--- config.mk ---
export PLATFORM = sky130hd
export DESIGN_NAME = fpgs_defuzz
export DESIGN_NICKNAME = d
export VERILOG_FILES = /design/src/rtl/assert_macros.svh /design/src/rtl/fpgs_pkg.sv /design/src/rtl/fpgs_defuzz.sv
export SDC_FILE = /design/constraint.sdc
export NUM_CORES = 1
export LEC_CHECK = 0
export BUFFER_PORTS_ARGS = -buffer_cell sky130_fd_sc_hd__buf_2
export CORE_AREA = 8 8 202 204
export CTS_CLUSTER_DIAMETER = 40
export CTS_CLUSTER_SIZE = 8
export DETAILED_ROUTE_END_ITERATION = 8
export DIE_AREA = 0 0 210 212
export GPL_TIMING_DRIVEN = 0
export PLACE_DENSITY_LB_ADDON = 0.15
export SETUP_SLACK_MARGIN = 0.1
export SYNTH_ARGS = -nofsm -noshare
export SYNTH_HDL_FRONTEND = slang
export SYNTH_SLANG_ARGS = --single-unit
--- constraint.sdc ---
create_clock -name clk -period 6.5 [get_ports clk]
set_input_delay 0.325 -clock clk [delete_from_list [all_inputs] [get_ports clk]]
set_output_delay 0.325 -clock clk [all_outputs]
set_load 0.005 [all_outputs]
--- src/rtl/assert_macros.svh ---
// Assertion macros shared by the RTL of the fuzzy gain scheduler.
// Every macro samples on clk and is disabled while arst_n is low.
`ifndef ASSERT_MACROS_SVH
`define ASSERT_MACROS_SVH

// Check a property at every clock edge out of reset.
`define FPGS_ASSERT(lbl, prop, msg) \
	lbl: assert property (@(posedge clk) disable iff (!arst_n) (prop)) else $error(msg);

// Check that a condition in one cycle implies another in the next cycle.
`define FPGS_ASSERT_NEXT(lbl, cond, cons, msg) \
	lbl: assert property (@(posedge clk) disable iff (!arst_n) (cond) |=> (cons)) \
		else $error(msg);

`endif

--- src/rtl/fpgs_pkg.sv ---
// Shared types, constants and rule tables of the fuzzy PID gain scheduler.
// No dependencies; every other RTL file but assert_macros.svh refers to it by scoped names.
`default_nettype none

package fpgs_pkg;

	// Grid and fixed point constants
	localparam int GRID      = 7;
	localparam int NUM_GAINS = 3;
	localparam logic [12:0] WEIGHT_ONE = 13'd4096;   // 1.0 in Q1.12
	localparam logic signed [14:0] SPAN_POS = 15'sd12288;  // +3.0 in Q.12
	localparam logic signed [14:0] SPAN_NEG = -15'sd12288; // -3.0 in Q.12
	localparam logic [15:0] SPAN_OFFSET = 16'd12288;
	localparam logic [2:0] LAST_IDX = 3'd5;   // last interval start
	localparam logic [2:0] EDGE_IDX = 3'd6;   // position exactly at +3
	localparam logic signed [19:0] GAIN_MAX = 20'sd524287;
	localparam logic signed [19:0] GAIN_MIN = -20'sd524288;

	// Configuration register indexes
	typedef enum logic [2:0] {
		REG_ERROR_LIMIT   = 3'd0,
		REG_CHANGE_LIMIT  = 3'd1,
		REG_ERROR_QGAIN   = 3'd2,
		REG_CHANGE_QGAIN  = 3'd3,
		REG_PROP_SCALE    = 3'd4,
		REG_INTEG_SCALE   = 3'd5,
		REG_DERIV_SCALE   = 3'd6
	} cfg_reg_t;

	// Register reset values
	localparam logic [14:0] ERROR_LIMIT_RST  = 15'd2560;
	localparam logic [14:0] CHANGE_LIMIT_RST = 15'd2560;
	localparam logic [15:0] ERROR_QGAIN_RST  = 16'd4915;
	localparam logic [15:0] CHANGE_QGAIN_RST = 16'd4915;
	localparam logic [15:0] PROP_SCALE_RST   = 16'd8192;
	localparam logic [15:0] INTEG_SCALE_RST  = 16'd0;
	localparam logic [15:0] DERIV_SCALE_RST  = 16'd0;

	typedef logic [2:0]         grid_idx_t;
	typedef logic [12:0]        weight_t;
	typedef logic [24:0]        wprod_t;
	typedef logic signed [2:0]  rule_t;
	typedef logic signed [27:0] wsum_t;
	typedef logic [15:0]        scale_t;

	typedef struct packed {
		logic signed [15:0] error_in;
		logic signed [15:0] error_change;
	} sample_t;

	typedef struct packed {
		logic signed [19:0] prop_gain;
		logic signed [19:0] integ_gain;
		logic signed [19:0] deriv_gain;
	} gains_t;

	typedef struct packed {
		logic [14:0] error_limit;
		logic [14:0] change_limit;
		logic [15:0] error_quant_gain;
		logic [15:0] change_quant_gain;
		scale_t      prop_out_scale;
		scale_t      integ_out_scale;
		scale_t      deriv_out_scale;
	} cfg_t;

	// Interval start and right weight of one fuzzified input
	typedef struct packed {
		grid_idx_t idx;
		weight_t   wr;
	} fuzz_t;

	// Per-stage load enables of the pipeline
	typedef struct packed {
		logic s1;
		logic s2;
		logic s3;
		logic s4;
		logic s5;
		logic s6;
	} pipe_en_t;

	// Rule bases: proportional, integral, derivative; row by error, column by change
	localparam rule_t RULES [NUM_GAINS][GRID][GRID] = '{
		'{
			'{3'sd3, 3'sd3, 3'sd2, 3'sd3, 3'sd1, 3'sd2, 3'sd0},
			'{3'sd3, 3'sd2, 3'sd2, 3'sd2, 3'sd1, 3'sd2, 3'sd0},
			'{3'sd2, 3'sd1, 3'sd1, 3'sd1, 3'sd1, 3'sd1, 3'sd2},
			'{3'sd2, 3'sd1, 3'sd0, 3'sd0, 3'sd0, 3'sd1, 3'sd2},
			'{3'sd1, 3'sd1, 3'sd1, 3'sd1, 3'sd1, 3'sd2, 3'sd2},
			'{3'sd2, 3'sd2, 3'sd2, 3'sd2, 3'sd3, 3'sd3, 3'sd3},
			'{3'sd2, 3'sd3, 3'sd3, 3'sd3, 3'sd3, 3'sd3, 3'sd3}
		},
		'{
			'{-3'sd3, -3'sd3, -3'sd3, -3'sd3, -3'sd2, -3'sd3, -3'sd3},
			'{-3'sd3, -3'sd3, -3'sd2, -3'sd2, -3'sd2, -3'sd3, -3'sd3},
			'{-3'sd2, -3'sd2, -3'sd1, -3'sd1, -3'sd1, -3'sd2, -3'sd2},
			'{-3'sd2, -3'sd1,  3'sd0,  3'sd0,  3'sd0, -3'sd1, -3'sd2},
			'{-3'sd2, -3'sd1, -3'sd1, -3'sd1, -3'sd1, -3'sd2, -3'sd2},
			'{-3'sd2, -3'sd2, -3'sd1, -3'sd2, -3'sd2, -3'sd3, -3'sd3},
			'{-3'sd2, -3'sd3, -3'sd2, -3'sd3, -3'sd3, -3'sd3, -3'sd3}
		},
		'{
			'{ 3'sd1,  3'sd1,  3'sd0,  3'sd0, 3'sd0,  3'sd3, 3'sd3},
			'{-3'sd1, -3'sd1, -3'sd1, -3'sd1, 3'sd0, -3'sd1, 3'sd2},
			'{-3'sd3, -3'sd3, -3'sd2, -3'sd1, 3'sd0,  3'sd1, 3'sd2},
			'{-3'sd3, -3'sd2, -3'sd2, -3'sd1, 3'sd0,  3'sd1, 3'sd2},
			'{-3'sd3, -3'sd2, -3'sd1, -3'sd1, 3'sd0,  3'sd1, 3'sd1},
			'{-3'sd2, -3'sd1, -3'sd1, -3'sd1, 3'sd0,  3'sd1, 3'sd1},
			'{ 3'sd1,  3'sd0,  3'sd0,  3'sd0, 3'sd0,  3'sd3, 3'sd3}
		}
	};

endpackage

`default_nettype wire

--- src/rtl/fpgs_defuzz.sv ---
// Stages 5 and 6 of one gain: multiply by the output scale, floor shift and saturate.
// Depends on fpgs_pkg for wsum_t, scale_t, pipe_en_t and the gain limits.
`default_nettype none

module fpgs_defuzz (
	input  wire logic               clk,
	input  wire fpgs_pkg::pipe_en_t pen,
	input  wire fpgs_pkg::wsum_t    wsum,
	input  wire fpgs_pkg::scale_t   scale,
	output logic signed [19:0]      gain
);

	logic signed [44:0] prod_s5;
	logic signed [20:0] shifted;
	logic signed [19:0] gain_next;
	logic signed [19:0] gain_s6;

	// Scale the rule sum: Q.24 times Q4.12 gives Q.36
	always_ff @(posedge clk) begin
		if (pen.s5) begin
			prod_s5 <= wsum * $signed({1'b0, scale});
		end
	end

	// Drop 24 fraction bits toward minus infinity and saturate to 20 bits
	always_comb begin
		shifted = prod_s5[44:24];
		if (shifted > 21'(fpgs_pkg::GAIN_MAX)) begin
			gain_next = fpgs_pkg::GAIN_MAX;
		end else if (shifted < 21'(fpgs_pkg::GAIN_MIN)) begin
			gain_next = fpgs_pkg::GAIN_MIN;
		end else begin
			gain_next = shifted[19:0];
		end
	end

	always_ff @(posedge clk) begin
		if (pen.s6) begin
			gain_s6 <= gain_next;
		end
	end

	assign gain = gain_s6;

endmodule

`default_nettype wire

==> metrics.md <==
| Metric | Value |
|---|---|
| Largest net degree at the start of global routing | `22` |
| Relative slew slack | `49.1%` |
| Max clock buf depth | `2` |
| Post-synth top cells | `512 x inv_1, 431 x fa_1, 292 x nand2_1` |
| First-pass GRT wire length | `77600 um` |
| Sink Count | `41` |
| Via density | `4.98` |
| Placed cells | `2388` |
| CP Class | `in -> reg` |
| Max-slew violation count | `0` |
| Wire per inst | `19.6 um` |
| Async SR Flop Fraction | `0%` |
| Vias in the first global route | `13900` |
| IO Port Bufs | `55` |
| Top-count cell post-synth | `inv_1` |
| Nets | `2530` |
| HP Class | `in -> reg` |
| Htree depth | `2` |
| Worst path required time | `6.50 ns` |
| Avg Inst Size Synth | `9.22 um2` |
| Outcome | `complete, no violations` |
| FF+latch count, synth | `41` |
| Library cells used by synthesis | `41` |
| Mapped Cells | `1815` |
| Ratio of final minimum period to clock period | `98.3%` |
| Share of the synthesized area in the top cell type | `51.5%` |
| Syn_nets | `2404` |
| Share of layout cells above drive strength 1 | `14.2%` |
| Synth area leader | `fa_1` |
| Setup TNS | `0 ns` |
| Critical Path Most Common Cell | `fa_1` |
| Die area | `0.0445 mm2` |
| Overflow after GRT | `0` |
| ANT cells | `0` |
| Max Cap Viol | `0` |
| Critical Path AT | `6.39 ns` |
| Initial antenna violation count | `2` |
| Sequential area share after synthesis | `7.35%` |
| Fin Clk Skew | `0.00519 ns` |
| Fill cells | `3605` |
| Chip height | `212 um` |
| Crit path time final | `6.39 ns` |
| Final setup violation count | `0` |
| CTS clock-pin slew for the worst setup and hold paths | `0.06 ns` |
| WL final | `48300 um` |
| Ys flop type | `edfxtp_1` |
| Ys Warns | `0` |
| Vias | `12300` |
| I/O Pins | `71` |
| Area contributors post-synth | `fa_1 52%, inv_1 11%, ha_1 8.0%` |
| Residual DRC count | `0` |
| Max stage delay on crit path | `0.60 ns` |
| Total CTS buffers | `5` |
| CP startpoint kind | `input port` |
| TritonCTS clock tree | `yes` |
| CP Max Fanout | `4` |
| Finished Layout Cells | `2460` |
| DP HPWL | `39700 um` |
| Mapped Area | `0.0167 mm2` |
| Core area | `0.0379 mm2` |
| RSZ-0062 raised after global routing | `yes` |
| Number of flops mapped to enable cells by yosys | `41` |
| DIE WIDTH | `210 um` |
| Total GRT Usage | `22.8%` |
| Drt initial violations | `775` |
| Placer Congestion | `0.911` |
| Clk Latency, worst-skew pair | `0.28 ns` |
| Worst Tran Pin Value | `0.764 ns` |
| Max Clk Rate | `156 MHz` |
| Slowest-stage cell, CP | `fa_1` |
| ANT nets after route | `0` |
| Clock root cell | `clkbuf_16` |
| Area growth syn-to-layout | `17.5%` |
| Starting density of the core | `44.1%` |
| Hold Vio Cnt, Final | `0` |
| Worst setup EP type | `register` |
| Std cell rows | `72` |
| DRT Pass-1 Iters | `5` |
[through the flow]
step | utilization [%] | setup WS [ns] | cell area (um2) | hold WS, ns
finish | 51.9 | 0.108 | 19700 | 0.523
global route | 51.9 | -0.0349 | 19700 | 0.536
CTS | 50.7 | -0.0424 | 19200 | 0.525
detailed placement | 46.6 | -2.42 | 17700 | 0.521
global placement | 46.6 | -2.31 | 17700 | 0.529
floorplan | - | 0.232 | 16700 | 0.437
[metal layers]
| layer | track usage, % | vias up | routed length [um] | share of wire, % |
|---|---|---|---|---|
| li1 | - | 5425 | - | - |
| met2 | 39.0 | 414 | 23500 | 49 |
| met3 | 3.98 | 108 | 3240 | 6.7 |
| met4 | 8.21 | 2 | 2100 | 4.3 |
| met5 | 0 | - | 11 | 0.023 |
| met1 | 29.0 | 6308 | 19500 | 40 |
[placed cells by master, fill, tap and decap left out, types with 29 or more instances in the layout]
master	Yosys	routed
and2_1	185	175
buf_2	0	36
buf_4	0	63
clkbuf_16	0	29
edfxtp_1	41	41
fa_1	431	414
ha_1	107	100
inv_1	512	498
nand2_1	292	289
nor2_1	30	29
[timing repair]
item                       CTS  global route
gates resized for setup    257            85
gates cloned                 0             3
pin swaps                   31            51
setup endpoints to repair   21            12
hold buffers                 0             0
setup buffers               34            29
[worst max-delay path, delay by kind of cell]
family,cells,cell delay (ns)
AOI/OAI and AO/OA,7,1.49
and+or+nand+nor,2,0.17
buffers and inverters,9,0.98
xor gates and xnor gates,1,0.18
adders and majority gates,7,3.23
[final timing paths]
path / from / endpoint / slack, ns / cells past startpoint
worst min-delay path: pen[0] / gain[2]$_SDFFCE_PN1P_ / 0.52 / 1
worst max register to register: prod_s5[43]$_DFFE_PP_ / gain[3]$_SDFFCE_PN1P_ / 5.00 / 4
worst max-delay path: wsum[7] / prod_s5[44]$_DFFE_PP_ / 0.11 / 26
worst min register to register: prod_s5[44]$_DFFE_PP_ / gain[19]$_SDFFCE_PN0P_ / 0.52 / 1
[cells by family (layout without fill, tap and decap cells)]
kind of cell | count (synthesis) | in the layout | synth area share [%]
compound gates | 85 | 85 | 3.30
xor+xnor | 29 | 29 | 1.52
fa+ha+maj | 538 | 538 | 59.5
buf+inv | 590 | 717 | 13.2
flops | 41 | 41 | 7.35
simple gates | 532 | 532 | 15.1
[sequential cells by signal (all words and copies together) (netlist names)]
name,count
gain,20
prod_s5,21
[final cells by class]
cell class	count	area [um2]	share of cell area (%)
Clock buffer	6	129	0.655
Clock inverter	2	33.8	0.172
Buffer	76	1060	5.37
Sequential cell	41	1230	6.26
Tap cell	518	648	3.29
Multi-Input combinational cell	1184	13700	69.4
Timing Repair Buffer	121	993	5.05
Inverter	512	1920	9.78
Power is left out: the tool's default activity adds up to more than one toggle a clock period on the data nets, which glitch-free logic cannot reach.
