[config.mk]
export PLATFORM = sky130hd
export DESIGN_NAME = fpgs_fuzzify
export DESIGN_NICKNAME = d
export VERILOG_FILES = /design/src/rtl/assert_macros.svh /design/src/rtl/fpgs_pkg.sv /design/src/rtl/fpgs_fuzzify.sv
export SDC_FILE = /design/constraint.sdc
export NUM_CORES = 1
export LEC_CHECK = 0
export BUFFER_PORTS_ARGS = -buffer_cell sky130_fd_sc_hd__buf_2
export CORE_ASPECT_RATIO = 0.7
export CORE_UTILIZATION = 59
export CTS_CLUSTER_SIZE = 40
export DETAILED_ROUTE_END_ITERATION = 6
export PLACE_DENSITY = 0.77
export SLEW_MARGIN = 20
export SYNTH_ARGS = -nofsm -noshare
export SYNTH_HDL_FRONTEND = slang
export SYNTH_SLANG_ARGS = --single-unit
[constraint.sdc]
create_clock -name clk -period 11.25 [get_ports clk]
set_clock_uncertainty 0.15 [all_clocks]
set_input_delay 2.25 -clock clk [delete_from_list [all_inputs] [get_ports clk]]
set_output_delay 2.25 -clock clk [all_outputs]
set_load 0.005 [all_outputs]
[src/rtl/assert_macros.svh]
// Assertion macros shared by the RTL of the fuzzy gain scheduler.
// Every macro samples on clk and is disabled while arst_n is low.
`ifndef ASSERT_MACROS_SVH
`define ASSERT_MACROS_SVH

// Check a property at every clock edge out of reset.
`define FPGS_ASSERT(lbl, prop, msg) \
	lbl: assert property (@(posedge clk) disable iff (!arst_n) (prop)) else $error(msg);

// Check that a condition in one cycle implies another in the next cycle.
`define FPGS_ASSERT_NEXT(lbl, cond, cons, msg) \
	lbl: assert property (@(posedge clk) disable iff (!arst_n) (cond) |=> (cons)) \
		else $error(msg);

`endif

[src/rtl/fpgs_pkg.sv]
// Shared types, constants and rule tables of the fuzzy PID gain scheduler.
// No dependencies; every other RTL file but assert_macros.svh refers to it by scoped names.
`default_nettype none

package fpgs_pkg;

	// Grid and fixed point constants
	localparam int GRID      = 7;
	localparam int NUM_GAINS = 3;
	localparam logic [12:0] WEIGHT_ONE = 13'd4096;   // 1.0 in Q1.12
	localparam logic signed [14:0] SPAN_POS = 15'sd12288;  // +3.0 in Q.12
	localparam logic signed [14:0] SPAN_NEG = -15'sd12288; // -3.0 in Q.12
	localparam logic [15:0] SPAN_OFFSET = 16'd12288;
	localparam logic [2:0] LAST_IDX = 3'd5;   // last interval start
	localparam logic [2:0] EDGE_IDX = 3'd6;   // position exactly at +3
	localparam logic signed [19:0] GAIN_MAX = 20'sd524287;
	localparam logic signed [19:0] GAIN_MIN = -20'sd524288;

	// Configuration register indexes
	typedef enum logic [2:0] {
		REG_ERROR_LIMIT   = 3'd0,
		REG_CHANGE_LIMIT  = 3'd1,
		REG_ERROR_QGAIN   = 3'd2,
		REG_CHANGE_QGAIN  = 3'd3,
		REG_PROP_SCALE    = 3'd4,
		REG_INTEG_SCALE   = 3'd5,
		REG_DERIV_SCALE   = 3'd6
	} cfg_reg_t;

	// Register reset values
	localparam logic [14:0] ERROR_LIMIT_RST  = 15'd2560;
	localparam logic [14:0] CHANGE_LIMIT_RST = 15'd2560;
	localparam logic [15:0] ERROR_QGAIN_RST  = 16'd4915;
	localparam logic [15:0] CHANGE_QGAIN_RST = 16'd4915;
	localparam logic [15:0] PROP_SCALE_RST   = 16'd8192;
	localparam logic [15:0] INTEG_SCALE_RST  = 16'd0;
	localparam logic [15:0] DERIV_SCALE_RST  = 16'd0;

	typedef logic [2:0]         grid_idx_t;
	typedef logic [12:0]        weight_t;
	typedef logic [24:0]        wprod_t;
	typedef logic signed [2:0]  rule_t;
	typedef logic signed [27:0] wsum_t;
	typedef logic [15:0]        scale_t;

	typedef struct packed {
		logic signed [15:0] error_in;
		logic signed [15:0] error_change;
	} sample_t;

	typedef struct packed {
		logic signed [19:0] prop_gain;
		logic signed [19:0] integ_gain;
		logic signed [19:0] deriv_gain;
	} gains_t;

	typedef struct packed {
		logic [14:0] error_limit;
		logic [14:0] change_limit;
		logic [15:0] error_quant_gain;
		logic [15:0] change_quant_gain;
		scale_t      prop_out_scale;
		scale_t      integ_out_scale;
		scale_t      deriv_out_scale;
	} cfg_t;

	// Interval start and right weight of one fuzzified input
	typedef struct packed {
		grid_idx_t idx;
		weight_t   wr;
	} fuzz_t;

	// Per-stage load enables of the pipeline
	typedef struct packed {
		logic s1;
		logic s2;
		logic s3;
		logic s4;
		logic s5;
		logic s6;
	} pipe_en_t;

	// Rule bases: proportional, integral, derivative; row by error, column by change
	localparam rule_t RULES [NUM_GAINS][GRID][GRID] = '{
		'{
			'{3'sd3, 3'sd3, 3'sd2, 3'sd3, 3'sd1, 3'sd2, 3'sd0},
			'{3'sd3, 3'sd2, 3'sd2, 3'sd2, 3'sd1, 3'sd2, 3'sd0},
			'{3'sd2, 3'sd1, 3'sd1, 3'sd1, 3'sd1, 3'sd1, 3'sd2},
			'{3'sd2, 3'sd1, 3'sd0, 3'sd0, 3'sd0, 3'sd1, 3'sd2},
			'{3'sd1, 3'sd1, 3'sd1, 3'sd1, 3'sd1, 3'sd2, 3'sd2},
			'{3'sd2, 3'sd2, 3'sd2, 3'sd2, 3'sd3, 3'sd3, 3'sd3},
			'{3'sd2, 3'sd3, 3'sd3, 3'sd3, 3'sd3, 3'sd3, 3'sd3}
		},
		'{
			'{-3'sd3, -3'sd3, -3'sd3, -3'sd3, -3'sd2, -3'sd3, -3'sd3},
			'{-3'sd3, -3'sd3, -3'sd2, -3'sd2, -3'sd2, -3'sd3, -3'sd3},
			'{-3'sd2, -3'sd2, -3'sd1, -3'sd1, -3'sd1, -3'sd2, -3'sd2},
			'{-3'sd2, -3'sd1,  3'sd0,  3'sd0,  3'sd0, -3'sd1, -3'sd2},
			'{-3'sd2, -3'sd1, -3'sd1, -3'sd1, -3'sd1, -3'sd2, -3'sd2},
			'{-3'sd2, -3'sd2, -3'sd1, -3'sd2, -3'sd2, -3'sd3, -3'sd3},
			'{-3'sd2, -3'sd3, -3'sd2, -3'sd3, -3'sd3, -3'sd3, -3'sd3}
		},
		'{
			'{ 3'sd1,  3'sd1,  3'sd0,  3'sd0, 3'sd0,  3'sd3, 3'sd3},
			'{-3'sd1, -3'sd1, -3'sd1, -3'sd1, 3'sd0, -3'sd1, 3'sd2},
			'{-3'sd3, -3'sd3, -3'sd2, -3'sd1, 3'sd0,  3'sd1, 3'sd2},
			'{-3'sd3, -3'sd2, -3'sd2, -3'sd1, 3'sd0,  3'sd1, 3'sd2},
			'{-3'sd3, -3'sd2, -3'sd1, -3'sd1, 3'sd0,  3'sd1, 3'sd1},
			'{-3'sd2, -3'sd1, -3'sd1, -3'sd1, 3'sd0,  3'sd1, 3'sd1},
			'{ 3'sd1,  3'sd0,  3'sd0,  3'sd0, 3'sd0,  3'sd3, 3'sd3}
		}
	};

endpackage

`default_nettype wire

[src/rtl/fpgs_fuzzify.sv]
// Stages 1 and 2: clamp and quantize one input, then split it into grid interval and weight.
// Depends on fpgs_pkg for fuzz_t, pipe_en_t and the universe constants.
`default_nettype none

module fpgs_fuzzify (
	input  wire logic               clk,
	input  wire fpgs_pkg::pipe_en_t pen,
	input  wire logic signed [15:0] value,
	input  wire logic [14:0]        limit,
	input  wire logic [15:0]        quant_gain,
	output fpgs_pkg::fuzz_t         fuzz
);

	logic signed [16:0] lim_pos;
	logic signed [16:0] lim_neg;
	logic signed [16:0] clamped;
	logic signed [33:0] prod;
	logic signed [31:0] prod_s1;

	logic signed [21:0] pos;
	logic signed [14:0] pos_sat;
	logic [15:0]        u;
	fpgs_pkg::fuzz_t    fuzz_next;
	fpgs_pkg::fuzz_t    fuzz_s2;

	// Clamp to +-limit and scale by the quantization gain
	always_comb begin
		lim_pos = $signed({2'b00, limit});
		lim_neg = -lim_pos;
		clamped = 17'(value);
		if (clamped > lim_pos) begin
			clamped = lim_pos;
		end else if (clamped < lim_neg) begin
			clamped = lim_neg;
		end
		prod = clamped * $signed({1'b0, quant_gain});
	end

	// The product magnitude stays below 2^31
	always_ff @(posedge clk) begin
		if (pen.s1) begin
			prod_s1 <= prod[31:0];
		end
	end

	// Floor shift to Q.12, saturate to +-3, locate the grid interval
	always_comb begin
		pos = prod_s1[31:10];
		if (pos > 22'(fpgs_pkg::SPAN_POS)) begin
			pos_sat = fpgs_pkg::SPAN_POS;
		end else if (pos < 22'(fpgs_pkg::SPAN_NEG)) begin
			pos_sat = fpgs_pkg::SPAN_NEG;
		end else begin
			pos_sat = pos[14:0];
		end
		u = 16'(pos_sat) + fpgs_pkg::SPAN_OFFSET;
		if (u[14:12] == fpgs_pkg::EDGE_IDX) begin
			fuzz_next.idx = fpgs_pkg::LAST_IDX;
			fuzz_next.wr  = fpgs_pkg::WEIGHT_ONE;
		end else begin
			fuzz_next.idx = u[14:12];
			fuzz_next.wr  = {1'b0, u[11:0]};
		end
	end

	always_ff @(posedge clk) begin
		if (pen.s2) begin
			fuzz_s2 <= fuzz_next;
		end
	end

	assign fuzz = fuzz_s2;

endmodule

`default_nettype wire

==> flow_summary.yaml <==
route:
  vias_per_cell: 5.444
  drt-total-wl_um: 30640
  via_count: 10060
  drc: 0
  drt-initial-drc-count: 769
  wl_per_cell_um: 16.59
  ant_nets: 0
  firstDrtPassIters: 5
synthesis:
  ys_seq_area_frac: 0.08897
  synth_flop_cell: "edfxtp_1"
  synthesis.instances: 1400
  synthDistinctLibCells: 57
  synth.area.top_cells: "fa_1 41%, ha_1 11%, inv_1 11%"
  syn-num-nets: 1833
  synth_edf_count: 38
  yosysMostFrequentCell: "inv_1"
  synthesis.area_mm2: 0.01283
  synth_warnings: 0
  synth_seq_cells: 38
  syn_area_per_cell_um2: 9.161
  synth.top_cell.area_share: 0.4136
  yosysTopAreaCell: "fa_1"
  synthArstFlopShare: 0
  synthTopCellsByCount: "362 x inv_1, 265 x fa_1, 152 x nand2_1, 145 x and2_1, 114 x ha_1"
sta:
  slew_headroom: 0.05603
  fin_setup_tns_ps: 0
  tightest_slew_ps: 1413
  hold_viol: 0
  rsz0062_at_grt: "yes"
  drv_slew: 0
  period_share: 0.9918
  fmax_mhz: 89.62
  period_needed_ps: 11160
  setup_viol: 0
  whs_ps: 406.5
min_path:
  hp-start: "prod_s1[13]$_DFFE_PP_"
  whs_path_depth: 1
  hp-class: "flip-flop to flip-flop"
  min_to: "fuzz[3]$_SDFFCE_PP0P_"
setup_path:
  critical_path_class: "input pin to flip-flop"
  r2r_cells: 10
  slowest_stage: "fa_1"
  r2r-end: "fuzz[10]$_SDFFCE_PP0P_"
  reg2reg_from: "prod_s1[24]$_DFFE_PP_"
  cp.arrival_ps: 11010
  crit_buf_inv: 9
  worstPathMaxFanout: 5
  critPathMaxStageDelay_ps: 540
  start_kind: "input pin"
  end_kind: "flip-flop"
  ff2ff_setup_slack_ps: 8790
  cp_top_family: "adder cells"
  required_ps: 11100
  cpMostUsedCell: "inv_2"
cells_and_area:
  fin_cells: 1847
  synthToLayoutAreaGrowth_pct: 17.23
  drive_gt1_frac: 0.1967
  regArea_mm2: 0.001141
  multiInputGateArea_mm2: 0.01051
  antennaDiodeCount: 0
  design_area_mm2: 0.01504
  finalNetCount: 2004
  fillers: 1589
die:
  rows: 44
  core_area_mm2: 0.02103
  start_util: 0.6099
  dieArea_mm2: 0.02234
  die_height_um: 125.4
  die_x_um: 178.2
  io_pins: 70
flow_run:
  maxCapViolCount: 0
clocking:
  htreeDepth: 2
  cts_sinks: 38
  cts_buffer_depth: 2
  tritoncts: "yes"
  numCtsBuffers: 5
  clk_pin_slew_ps: 50
  clockRootBuffer: "clkbuf_16"
  cts-hold-fix-buffers: 0
  worstSkewPairLatency_ps: 270
global_route:
  grt_pass1_wl_um: 50050
  antenna_found_initial: 0
  gr-total-overflow: 0
  grt_pass1_vias: 10570
  grt_max_degree: 23
  track_usage: 0.2826
place:
  placed_area_mm2: 0.01432
  hpwl_um: 24990
  place_congestion: 0.9271
  portBuffers: 65
  dpl.cell_count: 1819
run_status:
  status: "complete, no violations"
flip-flops by register name, indices dropped and copies added (netlist names):
name / flops
prod_s1: 22
fuzz: 16
kinds of logic (layout without fill, tap and decap cells):
logic type	Yosys count	count (layout)	share of synthesized area
AOI/OAI and AO/OA	111	111	0.05941
xor gates and xnor gates	46	46	0.03141
adders and majority gates	379	379	0.5248
buffers and inverters	409	580	0.1220
DFF	38	38	0.08897
muxes	7	7	0.005463
and+or+nand+nor	410	410	0.1679
layout make-up:
| cell class | instances | share of cell area |
|---|---|---|
| clock buffers | 7 | 0.008821 |
| inverters | 362 | 0.09037 |
| repair buffers | 211 | 0.1027 |
| flip-flops and latches | 38 | 0.07589 |
| multi-input cells | 953 | 0.6993 |
| well taps | 276 | 0.02297 |
cell usage in the layout (no fill, tap or decap), types with 6 or more instances in the layout:
cell      count
a21o_1       12
a21oi_1      29
and2_1      139
and2_4        6
and3_1        6
buf_2        63
buf_4       129
buf_6        12
edfxtp_1     38
fa_1        258
fa_2          7
ha_1        105
ha_4          7
inv_1       352
inv_2        10
mux2i_1       6
nand2_1     150
nand2_2      12
nand3_1      15
nand4_1      11
nor2_1       26
nor4_1        7
o21a_1        6
o21ai_0       7
o21bai_1      7
xnor2_1      31
xor2_1       12
metrics by stage:
stage                       util  setup WS, ps
after detailed placement  0.6809        -435.9
after global placement    0.6809        -346.6
after floorplan                -         10.06
final                     0.7150         92.39
after global routing      0.7150        -207.6
after CTS                 0.6890         3.206
routing by layer:
metal | track usage | routed length [um] | vias to the layer above | part of all wire
li1 | - | - | 4565 | -
met1 | 0.3985 | 13560 | 5093 | 0.44
met2 | 0.4768 | 14680 | 333 | 0.48
met3 | 0.03558 | 1803 | 64 | 0.059
met4 | 0.04487 | 596 | 0 | 0.019
met5 | 0 | 0 | - | 0
worst max-delay path by stage:
| stage | start | to | slack [ps] | depth (start not counted) |
|---|---|---|---|---|
| 6_report | limit[0] | prod_s1[31]$_DFFE_PP_ | 90 | 37 |
| 5_1_grt | limit[0] | prod_s1[31]$_DFFE_PP_ | -210 | 37 |
| 4_1_cts | limit[3] | prod_s1[31]$_DFFE_PP_ | 3 | 35 |
| 3_5_place_dp | limit[1] | prod_s1[31]$_DFFE_PP_ | -440 | 35 |
| 3_3_place_gp | limit[1] | prod_s1[31]$_DFFE_PP_ | -350 | 34 |
| 2_1_floorplan | limit[2] | prod_s1[31]$_DFFE_PP_ | 10 | 34 |
what timing repair did:
action | 4_1_cts | 5_1_grt
gates resized for setup | 6 | 93
cloned | 0 | 2
setup endpoints to repair | 5 | 12
setup buffers | 2 | 19
pin swaps | 3 | 69
Power is not shown: default switching activity piles up to over one toggle a cycle in this logic, so the estimate is an artifact.
