### config.mk
export PLATFORM = sky130hd
export DESIGN_NAME = fpgs_cfg
export DESIGN_NICKNAME = d
export VERILOG_FILES = /design/src/rtl/assert_macros.svh /design/src/rtl/fpgs_pkg.sv /design/src/rtl/fpgs_cfg.sv
export SDC_FILE = /design/constraint.sdc
export NUM_CORES = 1
export LEC_CHECK = 0
export CAP_MARGIN = 0
export CORE_ASPECT_RATIO = 0.75
export CORE_MARGIN = 2
export CORE_UTILIZATION = 56
export DETAILED_ROUTE_END_ITERATION = 8
export DONT_BUFFER_PORTS = 1
export HOLD_SLACK_MARGIN = 0.12
export PLACE_DENSITY = 0.81
export SYNTH_ARGS = -nofsm -noshare
export SYNTH_HDL_FRONTEND = slang
export SYNTH_SLANG_ARGS = --single-unit
### constraint.sdc
create_clock -name clk -period 0.8 [get_ports clk]
set_input_delay 0.08 -clock clk [delete_from_list [all_inputs] [get_ports clk]]
set_output_delay 0.08 -clock clk [all_outputs]
set_load 0.02 [all_outputs]
### src/rtl/assert_macros.svh
// Assertion macros shared by the RTL of the fuzzy gain scheduler.
// Every macro samples on clk and is disabled while arst_n is low.
`ifndef ASSERT_MACROS_SVH
`define ASSERT_MACROS_SVH

// Check a property at every clock edge out of reset.
`define FPGS_ASSERT(lbl, prop, msg) \
	lbl: assert property (@(posedge clk) disable iff (!arst_n) (prop)) else $error(msg);

// Check that a condition in one cycle implies another in the next cycle.
`define FPGS_ASSERT_NEXT(lbl, cond, cons, msg) \
	lbl: assert property (@(posedge clk) disable iff (!arst_n) (cond) |=> (cons)) \
		else $error(msg);

`endif

### src/rtl/fpgs_pkg.sv
// Shared types, constants and rule tables of the fuzzy PID gain scheduler.
// No dependencies; every other RTL file but assert_macros.svh refers to it by scoped names.
`default_nettype none

package fpgs_pkg;

	// Grid and fixed point constants
	localparam int GRID      = 7;
	localparam int NUM_GAINS = 3;
	localparam logic [12:0] WEIGHT_ONE = 13'd4096;   // 1.0 in Q1.12
	localparam logic signed [14:0] SPAN_POS = 15'sd12288;  // +3.0 in Q.12
	localparam logic signed [14:0] SPAN_NEG = -15'sd12288; // -3.0 in Q.12
	localparam logic [15:0] SPAN_OFFSET = 16'd12288;
	localparam logic [2:0] LAST_IDX = 3'd5;   // last interval start
	localparam logic [2:0] EDGE_IDX = 3'd6;   // position exactly at +3
	localparam logic signed [19:0] GAIN_MAX = 20'sd524287;
	localparam logic signed [19:0] GAIN_MIN = -20'sd524288;

	// Configuration register indexes
	typedef enum logic [2:0] {
		REG_ERROR_LIMIT   = 3'd0,
		REG_CHANGE_LIMIT  = 3'd1,
		REG_ERROR_QGAIN   = 3'd2,
		REG_CHANGE_QGAIN  = 3'd3,
		REG_PROP_SCALE    = 3'd4,
		REG_INTEG_SCALE   = 3'd5,
		REG_DERIV_SCALE   = 3'd6
	} cfg_reg_t;

	// Register reset values
	localparam logic [14:0] ERROR_LIMIT_RST  = 15'd2560;
	localparam logic [14:0] CHANGE_LIMIT_RST = 15'd2560;
	localparam logic [15:0] ERROR_QGAIN_RST  = 16'd4915;
	localparam logic [15:0] CHANGE_QGAIN_RST = 16'd4915;
	localparam logic [15:0] PROP_SCALE_RST   = 16'd8192;
	localparam logic [15:0] INTEG_SCALE_RST  = 16'd0;
	localparam logic [15:0] DERIV_SCALE_RST  = 16'd0;

	typedef logic [2:0]         grid_idx_t;
	typedef logic [12:0]        weight_t;
	typedef logic [24:0]        wprod_t;
	typedef logic signed [2:0]  rule_t;
	typedef logic signed [27:0] wsum_t;
	typedef logic [15:0]        scale_t;

	typedef struct packed {
		logic signed [15:0] error_in;
		logic signed [15:0] error_change;
	} sample_t;

	typedef struct packed {
		logic signed [19:0] prop_gain;
		logic signed [19:0] integ_gain;
		logic signed [19:0] deriv_gain;
	} gains_t;

	typedef struct packed {
		logic [14:0] error_limit;
		logic [14:0] change_limit;
		logic [15:0] error_quant_gain;
		logic [15:0] change_quant_gain;
		scale_t      prop_out_scale;
		scale_t      integ_out_scale;
		scale_t      deriv_out_scale;
	} cfg_t;

	// Interval start and right weight of one fuzzified input
	typedef struct packed {
		grid_idx_t idx;
		weight_t   wr;
	} fuzz_t;

	// Per-stage load enables of the pipeline
	typedef struct packed {
		logic s1;
		logic s2;
		logic s3;
		logic s4;
		logic s5;
		logic s6;
	} pipe_en_t;

	// Rule bases: proportional, integral, derivative; row by error, column by change
	localparam rule_t RULES [NUM_GAINS][GRID][GRID] = '{
		'{
			'{3'sd3, 3'sd3, 3'sd2, 3'sd3, 3'sd1, 3'sd2, 3'sd0},
			'{3'sd3, 3'sd2, 3'sd2, 3'sd2, 3'sd1, 3'sd2, 3'sd0},
			'{3'sd2, 3'sd1, 3'sd1, 3'sd1, 3'sd1, 3'sd1, 3'sd2},
			'{3'sd2, 3'sd1, 3'sd0, 3'sd0, 3'sd0, 3'sd1, 3'sd2},
			'{3'sd1, 3'sd1, 3'sd1, 3'sd1, 3'sd1, 3'sd2, 3'sd2},
			'{3'sd2, 3'sd2, 3'sd2, 3'sd2, 3'sd3, 3'sd3, 3'sd3},
			'{3'sd2, 3'sd3, 3'sd3, 3'sd3, 3'sd3, 3'sd3, 3'sd3}
		},
		'{
			'{-3'sd3, -3'sd3, -3'sd3, -3'sd3, -3'sd2, -3'sd3, -3'sd3},
			'{-3'sd3, -3'sd3, -3'sd2, -3'sd2, -3'sd2, -3'sd3, -3'sd3},
			'{-3'sd2, -3'sd2, -3'sd1, -3'sd1, -3'sd1, -3'sd2, -3'sd2},
			'{-3'sd2, -3'sd1,  3'sd0,  3'sd0,  3'sd0, -3'sd1, -3'sd2},
			'{-3'sd2, -3'sd1, -3'sd1, -3'sd1, -3'sd1, -3'sd2, -3'sd2},
			'{-3'sd2, -3'sd2, -3'sd1, -3'sd2, -3'sd2, -3'sd3, -3'sd3},
			'{-3'sd2, -3'sd3, -3'sd2, -3'sd3, -3'sd3, -3'sd3, -3'sd3}
		},
		'{
			'{ 3'sd1,  3'sd1,  3'sd0,  3'sd0, 3'sd0,  3'sd3, 3'sd3},
			'{-3'sd1, -3'sd1, -3'sd1, -3'sd1, 3'sd0, -3'sd1, 3'sd2},
			'{-3'sd3, -3'sd3, -3'sd2, -3'sd1, 3'sd0,  3'sd1, 3'sd2},
			'{-3'sd3, -3'sd2, -3'sd2, -3'sd1, 3'sd0,  3'sd1, 3'sd2},
			'{-3'sd3, -3'sd2, -3'sd1, -3'sd1, 3'sd0,  3'sd1, 3'sd1},
			'{-3'sd2, -3'sd1, -3'sd1, -3'sd1, 3'sd0,  3'sd1, 3'sd1},
			'{ 3'sd1,  3'sd0,  3'sd0,  3'sd0, 3'sd0,  3'sd3, 3'sd3}
		}
	};

endpackage

`default_nettype wire

### src/rtl/fpgs_cfg.sv
// Configuration register file of the fuzzy gain scheduler.
// Depends on fpgs_pkg for the register indexes, reset values and cfg_t.
`default_nettype none

module fpgs_cfg (
	input  wire logic              clk,
	input  wire logic              arst_n,
	input  wire logic              cfg_valid,
	output logic                   cfg_ready,
	input  wire logic [2:0]        cfg_index,
	input  wire logic [15:0]       cfg_data,
	output fpgs_pkg::cfg_t         cfg
);

	fpgs_pkg::cfg_t cfg_q;

	// Writes are always accepted
	assign cfg_ready = 1'b1;
	assign cfg      = cfg_q;

	// Decode the index and update one register; unknown indexes are dropped
	always_ff @(posedge clk or negedge arst_n) begin
		if (!arst_n) begin
			cfg_q.error_limit       <= fpgs_pkg::ERROR_LIMIT_RST;
			cfg_q.change_limit      <= fpgs_pkg::CHANGE_LIMIT_RST;
			cfg_q.error_quant_gain  <= fpgs_pkg::ERROR_QGAIN_RST;
			cfg_q.change_quant_gain <= fpgs_pkg::CHANGE_QGAIN_RST;
			cfg_q.prop_out_scale    <= fpgs_pkg::PROP_SCALE_RST;
			cfg_q.integ_out_scale   <= fpgs_pkg::INTEG_SCALE_RST;
			cfg_q.deriv_out_scale   <= fpgs_pkg::DERIV_SCALE_RST;
		end else if (cfg_valid) begin
			unique case (fpgs_pkg::cfg_reg_t'(cfg_index))
				fpgs_pkg::REG_ERROR_LIMIT:  cfg_q.error_limit       <= cfg_data[14:0];
				fpgs_pkg::REG_CHANGE_LIMIT: cfg_q.change_limit      <= cfg_data[14:0];
				fpgs_pkg::REG_ERROR_QGAIN:  cfg_q.error_quant_gain  <= cfg_data;
				fpgs_pkg::REG_CHANGE_QGAIN: cfg_q.change_quant_gain <= cfg_data;
				fpgs_pkg::REG_PROP_SCALE:   cfg_q.prop_out_scale    <= cfg_data;
				fpgs_pkg::REG_INTEG_SCALE:  cfg_q.integ_out_scale   <= cfg_data;
				fpgs_pkg::REG_DERIV_SCALE:  cfg_q.deriv_out_scale   <= cfg_data;
				default: ;
			endcase
		end
	end

endmodule

`default_nettype wire

==> results.json, run 1 <==
{
  "status": "stopped before the end",
  "lastStage": "global routing",
  "first-error": "[ERROR DPL-0033] detailed placement checks failed during check placement.",
  "yosys.cell_types.count": 14,
  "die-width_um": 105,
  "initial_utilization_pct": 58.1,
  "numCtsBuffers": 9,
  "synth_fp_nets": 265,
  "num_io_pins": 133,
  "place_area_um2": 5510,
  "rows": 27,
  "cts-root-buf": "clkbuf_8",
  "grt-worst-endpoint": "cfg[89]",
  "htreeDepth": 3,
  "gp_congestion": 0.814,
  "grt_max_degree": 111,
  "clock_path_buffers": 2,
  "yosysWarnings": 0,
  "port_buffers": 0,
  "endpoint_type": "output port",
  "die_y_um": 79.9,
  "syn_inst": 243,
  "place_worst_setup_slack_ns": -0.299,
  "dp.cells": 449,
  "seq_area_frac_synth_pct": 64.6,
  "post_synth.cell_area_avg_um2": 17.7,
  "synth_area_um2": 4300,
  "grt_antenna_before_repair": 0,
  "synth-seq-cells": 110,
  "cts_num_sinks": 110,
  "hpwl_um": 6630
}
through the flow:
stage / utilization (%) / setup TNS, ns
global placement: 74.5 / -16.99
detailed placement: 74.5 / -18.80
CTS: 89.5 / -28.11
floorplan: - / -29.43
cells by family after synthesis:
| kind of cell | Yosys count | share of synthesized area, % |
|---|---|---|
| buffers and inverters | 15 | 2.85 |
| DFF | 110 | 64.6 |
| and+or+nand+nor | 7 | 2.77 |
| muxes | 110 | 29.7 |
| other | 1 | 0.0873 |
what timing repair did:
action                                  4_1_cts
pin swaps                                     0
endpoints found under the hold margin       220
endpoints found under the setup margin      112
gates resized for setup                     117
buffers inserted                             44
hold buffers                                 16
synth_stat cells:
cell type,n,area (µm²)
mux2_4,10,150
dfstp_2,19,499
buf_2,5,25.0
nand4b_2,1,15.0
nor4b_4,1,23.8
nand4b_4,2,47.6
and4bb_2,1,12.5
dfrtp_1,91,2280
mux2_2,90,1010
buf_4,4,30.0
mux2_1,10,113
buf_6,6,67.6
conb_1,1,3.75
nor4bb_1,2,20.0
==> run 2, diff against run 1 <==
--- a/config.mk
+++ b/config.mk
@@ -6,13 +6,11 @@
 export NUM_CORES = 1
 export LEC_CHECK = 0
 export CAP_MARGIN = 0
-export CORE_ASPECT_RATIO = 0.75
 export CORE_MARGIN = 2
-export CORE_UTILIZATION = 56
+export CORE_UTILIZATION = 40
 export DETAILED_ROUTE_END_ITERATION = 8
 export DONT_BUFFER_PORTS = 1
-export HOLD_SLACK_MARGIN = 0.12
-export PLACE_DENSITY = 0.81
+export PLACE_DENSITY_LB_ADDON = 0.15
 export SYNTH_ARGS = -nofsm -noshare
 export SYNTH_HDL_FRONTEND = slang
 export SYNTH_SLANG_ARGS = --single-unit
==> constraint.sdc (replaced) <==
create_clock -name clk -period 1 [get_ports clk]
set_input_delay 0.1 -clock clk [delete_from_list [all_inputs] [get_ports clk]]
set_output_delay 0.1 -clock clk [all_outputs]
set_load 0.02 [all_outputs]
==> run 2 against run 1 <==
Compared with the run above:
- the flow now finishes, with violations (hold timing, setup timing)
- synthesized cell count unchanged
- synthesized area unchanged
==> results.json, run 2 <==
{
  "max_freq_mhz": 919,
  "timing.final.ws_setup_ns": -0.0882,
  "core_region_area_um2": 10400,
  "p_seq_share_pct": 46.4,
  "grt_pass1_vias": 2747,
  "cts_tree": "built",
  "numCtsBuffers": 9,
  "postCtsHoldBufs": 16,
  "synth_edf_count": 0,
  "largest_register_ffs": 110,
  "insertion_delay_ns": 0.36,
  "skew_ns": 0,
  "grt_overflow": 0,
  "drt_iter0_markers": 29,
  "yosysWarnings": 0,
  "vias_per_cell": 4.87,
  "synth_fp_nets": 265,
  "num_io_pins": 133,
  "seq_area_frac_synth_pct": 64.6,
  "violations": "hold timing, setup timing",
  "gp_congestion": 0.683,
  "synth.most_common_cell": "dfrtp_1",
  "synth.area.top_cells": "dfrtp_1, mux2_2, dfstp_2",
  "layout_common_cells": "dfrtp_1, buf_6, mux2_4, mux2_2, buf_4",
  "place_area_um2": 5370,
  "netlist_top_cells_count": "dfrtp_1, mux2_2, dfstp_2",
  "maxCapViolations": 0,
  "grt_util_all_layers_pct": 18.2,
  "die_y_um": 108,
  "path_max_fanout": 2,
  "cts-root-buf": "clkbuf_8",
  "required_ns": 0.90,
  "grt_setup_unrepaired": "true",
  "synthArstFlopShare_pct": 100,
  "grt_pass1_wl_um": 15800,
  "port_buffers": 0,
  "die_area_um2": 11600,
  "grt_antenna_before_repair": 0,
  "netSwitchingPower_uw": 4350,
  "crit_type": "reg2out",
  "syn_inst": 243,
  "yosys_most_used_dff": "dfrtp_1",
  "cp-end-kind": "output port",
  "synth-seq-cells": 110,
  "die-width_um": 108,
  "final_cells": 536,
  "wl_per_cell_um": 18.9,
  "synth_area_um2": 4300,
  "power_uw": 14100,
  "hpwl_um": 6340,
  "slew_viol_final": 0,
  "yosys.area.top_type": "dfrtp_1",
  "antenna_cells": 0,
  "yosys.cell_types.count": 14,
  "htreeDepth": 3,
  "p_clk_share_pct": 18.5,
  "post_synth.cell_area_avg_um2": 17.7,
  "fin_nets": 417,
  "initial_utilization_pct": 41.4,
  "cts_num_sinks": 110,
  "fill_cells": 813,
  "wirelength_um": 10100,
  "cts.clk_slew.worst_paths_ns": 0.10,
  "dr.pass1.iters": 4,
  "p_leak_uw": 0.00298,
  "dp.cells": 463,
  "place_worst_setup_slack_ns": -0.134,
  "sw_frac_of_total_pct": 30.9,
  "cp.arrival_ns": 0.99,
  "design_area_um2": 6380,
  "comb_power_share_pct": 35.1,
  "drc_errors": 0,
  "post-route-period-util_pct": 109,
  "holdWs_ns": -0.578,
  "irDropWorstVdd_uv": 1070,
  "vias": 2609,
  "fin_crit_ns": 1.09,
  "hold_class": "in2async",
  "power_density_nw_per_um2": 2200,
  "startpoint_type": "flip-flop",
  "grt_max_degree": 111,
  "drive_above_1_share_pct": 73.0,
  "clock_path_buffers": 2,
  "p_int_uw": 9710,
  "setup_viol": 65,
  "area_growth_pct": 48.4,
  "status": "finished with violations",
  "finalHoldViolCount": 110,
  "yosys.area.top_type_share_pct": 53.0,
  "drtAntennaViolNets": 0,
  "rows": 37
}
[run 2: cell counts after synthesis]
Identical to the previous run, type by type.
[run 2: path summary, 6_finish.rpt]
kind	cells past startpoint	startpoint	end	slack (ns)
max	0	cfg[64]	cfg[64]	-0.09
min	0	arst_n	cfg[27]	-0.58
max reg2reg	2	cfg[40]	cfg[40]	0.08
min reg2reg	1	cfg[61]	cfg[61]	0.54
max in group asynchronous	0	arst_n	cfg[89]	1.35
min in group clk	3	cfg_index[2]	cfg[84]	0.15
[run 2: layout make-up]
| type | count | area, µm² | area share (%) |
|---|---|---|---|
| flip-flops and latches | 110 | 2780 | 43.5 |
| repair buffers | 156 | 1630 | 25.5 |
| multi-input cells | 118 | 1610 | 25.2 |
| well taps | 136 | 170 | 2.67 |
| clock buffers | 12 | 165 | 2.59 |
| clock inverters | 4 | 28.8 | 0.451 |
[run 2: cells by family (layout without fill, tap and decap cells)]
group                  Yosys count  after routing  synth area share [%]
multiplexers                   110            110                  29.7
AND/OR/NAND/NOR                  7              7                  2.77
other                            1              1                0.0873
flip-flops                     110            110                  64.6
buffers and inverters           15            172                  2.85
[run 2: power by group through the flow]
stage | Sequential (µW) | Clock [µW] | Combinational [µW]
after floorplan | 7360 | 0 | 1300
after global placement | 6450 | 0 | 3760
after detailed placement | 6470 | 0 | 3810
after CTS | 6510 | 2690 | 4870
after global routing | 6640 | 2860 | 5180
final | 6520 | 2610 | 4930
[run 2: per-stage QoR]
step	TNS, ns	utilization (%)
after floorplan	-12.40	-
after detailed placement	-6.43	51.8
after CTS	-4.18	61.0
final	-1.63	61.5
after global routing	-5.98	61.5
after global placement	-5.48	51.8
[run 2: per-layer routing]
| metal | wire length [µm] | GRT usage [%] | vias to the layer above |
|---|---|---|---|
| met3 | 750 | 5.45 | 8 |
| met2 | 4720 | 27.3 | 89 |
| met1 | 4520 | 24.8 | 1344 |
| li1 | - | - | 1168 |
| met4 | 122 | 7.23 | 0 |
| met5 | 0 | 0 | - |
[run 2: timing repair]
item	4_1_cts	5_1_grt
resized for setup	91	0
endpoints found under the hold margin	220	110
setup endpoints to repair	110	110
setup buffers	34	7
(Power assumes the default switching activity.)
==> run 3, diff against run 2 <==
--- a/config.mk
+++ b/config.mk
@@ -10,7 +10,6 @@
 export CORE_UTILIZATION = 40
 export DETAILED_ROUTE_END_ITERATION = 8
 export DONT_BUFFER_PORTS = 1
-export PLACE_DENSITY_LB_ADDON = 0.15
 export SYNTH_ARGS = -nofsm -noshare
 export SYNTH_HDL_FRONTEND = slang
 export SYNTH_SLANG_ARGS = --single-unit
==> run 3 against run 2 <==
Compared with the run above:
- the flow still finishes with violations (hold timing, setup timing)
- via count fell by 0.73%
- worst setup slack got worse by 0.0067 ns
- utilization barely moved
- final cell count is 0.19% lower
- highest routed layer unchanged
==> results.json, run 3 (synthesis results as in run 2) <==
{
  "core_region_area_um2": 10400,
  "cts_num_sinks": 110,
  "cts.clk_slew.worst_paths_ns": 0.10,
  "fin_crit_ns": 1.09,
  "grt_setup_unrepaired": "true",
  "setup_viol": 102,
  "startpoint_type": "flip-flop",
  "skew_ns": 0,
  "gp_congestion": 0.691,
  "drive_above_1_share_pct": 72.9,
  "sw_frac_of_total_pct": 31.2,
  "violations": "hold timing, setup timing",
  "numCtsBuffers": 9,
  "grt_pass1_vias": 2794,
  "p_leak_uw": 0.00298,
  "grt_util_all_layers_pct": 19.3,
  "antenna_cells": 0,
  "grt_antenna_before_repair": 0,
  "grt_overflow": 0,
  "fin_util_pct": 61.5,
  "p_clk_share_pct": 19.0,
  "design_area_um2": 6370,
  "layout_common_cells": "buf_6, dfrtp_1, mux2_4, mux2_2, buf_4",
  "num_io_pins": 133,
  "post-route-period-util_pct": 109,
  "fin_nets": 416,
  "cp.arrival_ns": 0.99,
  "slew_viol_final": 0,
  "required_ns": 0.90,
  "htreeDepth": 3,
  "power_uw": 14200,
  "cts-root-buf": "clkbuf_8",
  "cp-end-kind": "output port",
  "power_density_nw_per_um2": 2230,
  "path_max_fanout": 2,
  "postCtsHoldBufs": 16,
  "drc_errors": 0,
  "die_y_um": 108,
  "insertion_delay_ns": 0.37,
  "port_buffers": 0,
  "wl_per_cell_um": 19.7,
  "layout_commonest_cell": "buf_6",
  "grt_max_degree": 111,
  "maxCapViolations": 0,
  "comb_power_share_pct": 34.9,
  "vias": 2590,
  "p_seq_share_pct": 46.1,
  "holdWs_ns": -0.590,
  "grt_pass1_wl_um": 16500,
  "crit_type": "reg2out",
  "fill_cells": 754,
  "drtAntennaViolNets": 0,
  "place_area_um2": 5370,
  "p_int_uw": 9760,
  "status": "finished with violations",
  "cts_tree": "built",
  "rows": 37,
  "dr.pass1.iters": 4,
  "finalHoldViolCount": 110,
  "area_growth_pct": 48.3,
  "netSwitchingPower_uw": 4430,
  "initial_utilization_pct": 41.4,
  "vias_per_cell": 4.84,
  "largest_register_ffs": 110,
  "drt_iter0_markers": 73,
  "timing.final.ws_setup_ns": -0.0949,
  "wirelength_um": 10500,
  "max_freq_mhz": 913,
  "irDropWorstVdd_uv": 969,
  "die-width_um": 108,
  "clock_path_buffers": 2,
  "hpwl_um": 6360,
  "hold_class": "in2async",
  "die_area_um2": 11600
}
## run 3: cell types whose count changed in the layout (fill, tap and decap cells not counted), moves of 2 or more
cell / before / now
clkbuf_8: 12 / 9
buf_4: 43 / 41
clkinv_2: 1 / 3
clkinvlp_4: 2 / 0
## run 3: what timing repair did
| action | 4_1_cts | 5_1_grt |
|---|---|---|
| setup endpoints to repair | 110 | 110 |
| endpoints found under the hold margin | 220 | 110 |
| setup buffers | 36 | 5 |
| gates resized for setup | 91 | 1 |
## run 3: final timing paths
| check | from | to | slack (ns) | cells past startpoint |
|---|---|---|---|---|
| worst max-delay path | cfg[69] | cfg[69] | -0.09 | 0 |
| worst min-delay path | arst_n | cfg[8] | -0.59 | 0 |
| worst max register to register | cfg[101] | cfg[101] | 0.01 | 3 |
| worst min register to register | cfg[20] | cfg[20] | 0.54 | 1 |
| max in group asynchronous | arst_n | cfg[64] | 1.38 | 0 |
| min in group clk | cfg_index[1] | cfg[104] | 0.13 | 3 |
## run 3: area by class of cell
class / instances / area (µm²) / area share, %
clock buffers: 9 / 124 / 1.94
well taps: 136 / 170 / 2.67
clock inverters: 7 / 71.3 / 1.12
repair buffers: 155 / 1620 / 25.5
multi-input cells: 118 / 1610 / 25.2
flip-flops and latches: 110 / 2780 / 43.6
## run 3: metal layers
metal	routed length, µm	share of wire [%]	global-route usage [%]	vias to the layer above
met1	4490	43	24.8	1317
met3	781	7.4	6.42	14
met2	5060	48	30.2	96
li1	-	-	-	1163
met5	0	0	0	-
met4	198	1.9	7.60	0
## run 3: stage by stage
step | TNS, ns | worst slack [ns] | instances | hold slack, ns
after floorplan | -12.40 | -0.277 | 243 | -0.196
after global placement | -5.03 | -0.0919 | 462 | -0.193
after detailed placement | -6.23 | -0.133 | 462 | -0.193
after CTS | -5.18 | -0.121 | 530 | -0.615
after global routing | -7.41 | -0.140 | 535 | -0.620
final | -2.85 | -0.0949 | 535 | -0.590
## run 3: power by group through the flow
stage	sequential, µW	clock (µW)	combinational (µW)
after floorplan	7360	0	1300
after CTS	6530	2790	4890
after global placement	6450	0	3740
after detailed placement	6480	0	3800
after global routing	6660	2970	5200
final	6550	2700	4950
==> run 4, diff against run 3 <==
--- a/config.mk
+++ b/config.mk
@@ -13,3 +13,4 @@
 export SYNTH_ARGS = -nofsm -noshare
 export SYNTH_HDL_FRONTEND = slang
 export SYNTH_SLANG_ARGS = --single-unit
+export TNS_END_PERCENT = 10
==> run 4 against run 3 <==
Compared with the run above:
- the run still ends with hold timing, setup timing left
- die area unchanged
- power decreased by 6.0%
- final cell count shrank 7.9%
- wire length is 6.9% lower
- non-clock buffer count decreased by 42
- design area decreased by 7.7%
- sequential cell count unchanged
- global-route usage shrank 1.2 points
- critical endpoint is now cfg[89]
- largest power group unchanged
==> results.json, run 4 (synthesis results as in run 2) <==
{
  "drc_errors": 0,
  "finalHoldViolCount": 110,
  "wirelength_um": 9800,
  "cts_tree": "built",
  "layout_common_cells": "dfrtp_1, buf_6, mux2_2, dfstp_2, dlygate4sd3_1",
  "fin_crit_ns": 1.09,
  "grt_util_all_layers_pct": 18.1,
  "p_leak_uw": 0.00263,
  "skew_ns": 0,
  "port_buffers": 0,
  "crit_type": "reg2out",
  "area_growth_pct": 36.9,
  "hpwl_um": 6110,
  "design_area_um2": 5880,
  "postCtsHoldBufs": 16,
  "irDropWorstVdd_uv": 1020,
  "vias_per_cell": 4.98,
  "setup_viol": 89,
  "wl_per_cell_um": 19.9,
  "status": "finished with violations",
  "drtAntennaViolNets": 0,
  "endpoint": "cfg[89]",
  "largest_register_ffs": 110,
  "numCtsBuffers": 9,
  "htreeDepth": 3,
  "initial_utilization_pct": 41.4,
  "die-width_um": 108,
  "cts.clk_slew.worst_paths_ns": 0.10,
  "grt_antenna_before_repair": 0,
  "post-route-period-util_pct": 109,
  "die_y_um": 108,
  "path_max_fanout": 2,
  "place_area_um2": 5180,
  "grt_max_degree": 111,
  "gp_congestion": 0.695,
  "drive_above_1_share_pct": 66.7,
  "die_area_um2": 11600,
  "grt_setup_unrepaired": "true",
  "fin_util_pct": 56.7,
  "insertion_delay_ns": 0.36,
  "dr.pass1.iters": 4,
  "cp-end-kind": "output port",
  "vias": 2453,
  "rows": 37,
  "hold_class": "in2async",
  "cts-root-buf": "clkbuf_8",
  "core_region_area_um2": 10400,
  "maxCapViolations": 0,
  "startpoint_type": "flip-flop",
  "violations": "hold timing, setup timing",
  "fin_nets": 374,
  "cp.arrival_ns": 0.99,
  "antenna_cells": 0,
  "cp-startpoint": "cfg[89]",
  "holdWs_ns": -0.581,
  "timing.final.ws_setup_ns": -0.0886,
  "slew_viol_final": 0,
  "drt_iter0_markers": 110,
  "ff2ff_setup_slack_ns": 0.15,
  "num_io_pins": 133,
  "r2r-end": "cfg[64]",
  "grt_overflow": 0,
  "clock_path_buffers": 2,
  "cp.depth": 0,
  "grt_pass1_vias": 2648,
  "fill_cells": 817,
  "required_ns": 0.90,
  "power_density_nw_per_um2": 2270,
  "power_uw": 13300,
  "timing.rr.start": "cfg[64]",
  "ff2ff_path_depth": 1,
  "max_freq_mhz": 919,
  "cts_num_sinks": 110,
  "grt_pass1_wl_um": 15400
}
-- run 4: per-stage QoR --
step / instances / hold slack (ns) / TNS [ns] / setup WS, ns
6_report: 493 / -0.581 / -2.18 / -0.0886
4_1_cts: 493 / -0.611 / -4.75 / -0.118
3_3_place_gp: 461 / -0.191 / -5.45 / -0.106
2_1_floorplan: 243 / -0.196 / -13.23 / -0.277
5_1_grt: 493 / -0.617 / -7.02 / -0.134
3_5_place_dp: 461 / -0.192 / -6.32 / -0.120
-- run 4: what timing repair did --
item	in CTS	in global routing
cloned	0	0
hold endpoints to repair	220	110
resized for setup	91	0
setup buffers	0	0
endpoints found under the setup margin	110	110
-- run 4: cell type report --
type                       count  area (µm²)  area share, %
timing repair buffer         113        1310           22.2
clock inverter                 6        70.1           1.19
tap                          136         170           2.89
multi-input combinational    118        1430           24.4
sequential                   110        2780           47.2
clock buffer                  10         128           2.17
-- run 4: power breakdown --
part | switching [µW] | leakage [µW] | internal, µW
sequential | 940 | 0.00129 | 5570
combinational | 1780 | 0.00124 | 2340
clock | 1530 | 0.0000948 | 1180
total | 4250 | 0.00263 | 9100
-- run 4: how the worst min path moves through the flow --
| stage | depth (start not counted) | from | slack (ns) | endpoint |
|---|---|---|---|---|
| 2_1_floorplan | 0 | arst_n | -0.20 | cfg[0] |
| 3_5_place_dp | 0 | arst_n | -0.19 | cfg[42] |
| 3_3_place_gp | 0 | arst_n | -0.19 | cfg[30] |
| 6_report | 0 | arst_n | -0.58 | cfg[42] |
| 4_1_cts | 0 | arst_n | -0.61 | cfg[11] |
| 5_1_grt | 0 | arst_n | -0.62 | cfg[13] |
-- run 4: routing by layer --
metal / vias to the layer above / GRT usage, % / part of all wire (%)
li1: 1083 / - / -
met1: 1275 / 23.8 / 43
met3: 12 / 5.69 / 7.2
met5: - / 0 / 0
met4: 0 / 7.14 / 1.4
met2: 83 / 28.0 / 49
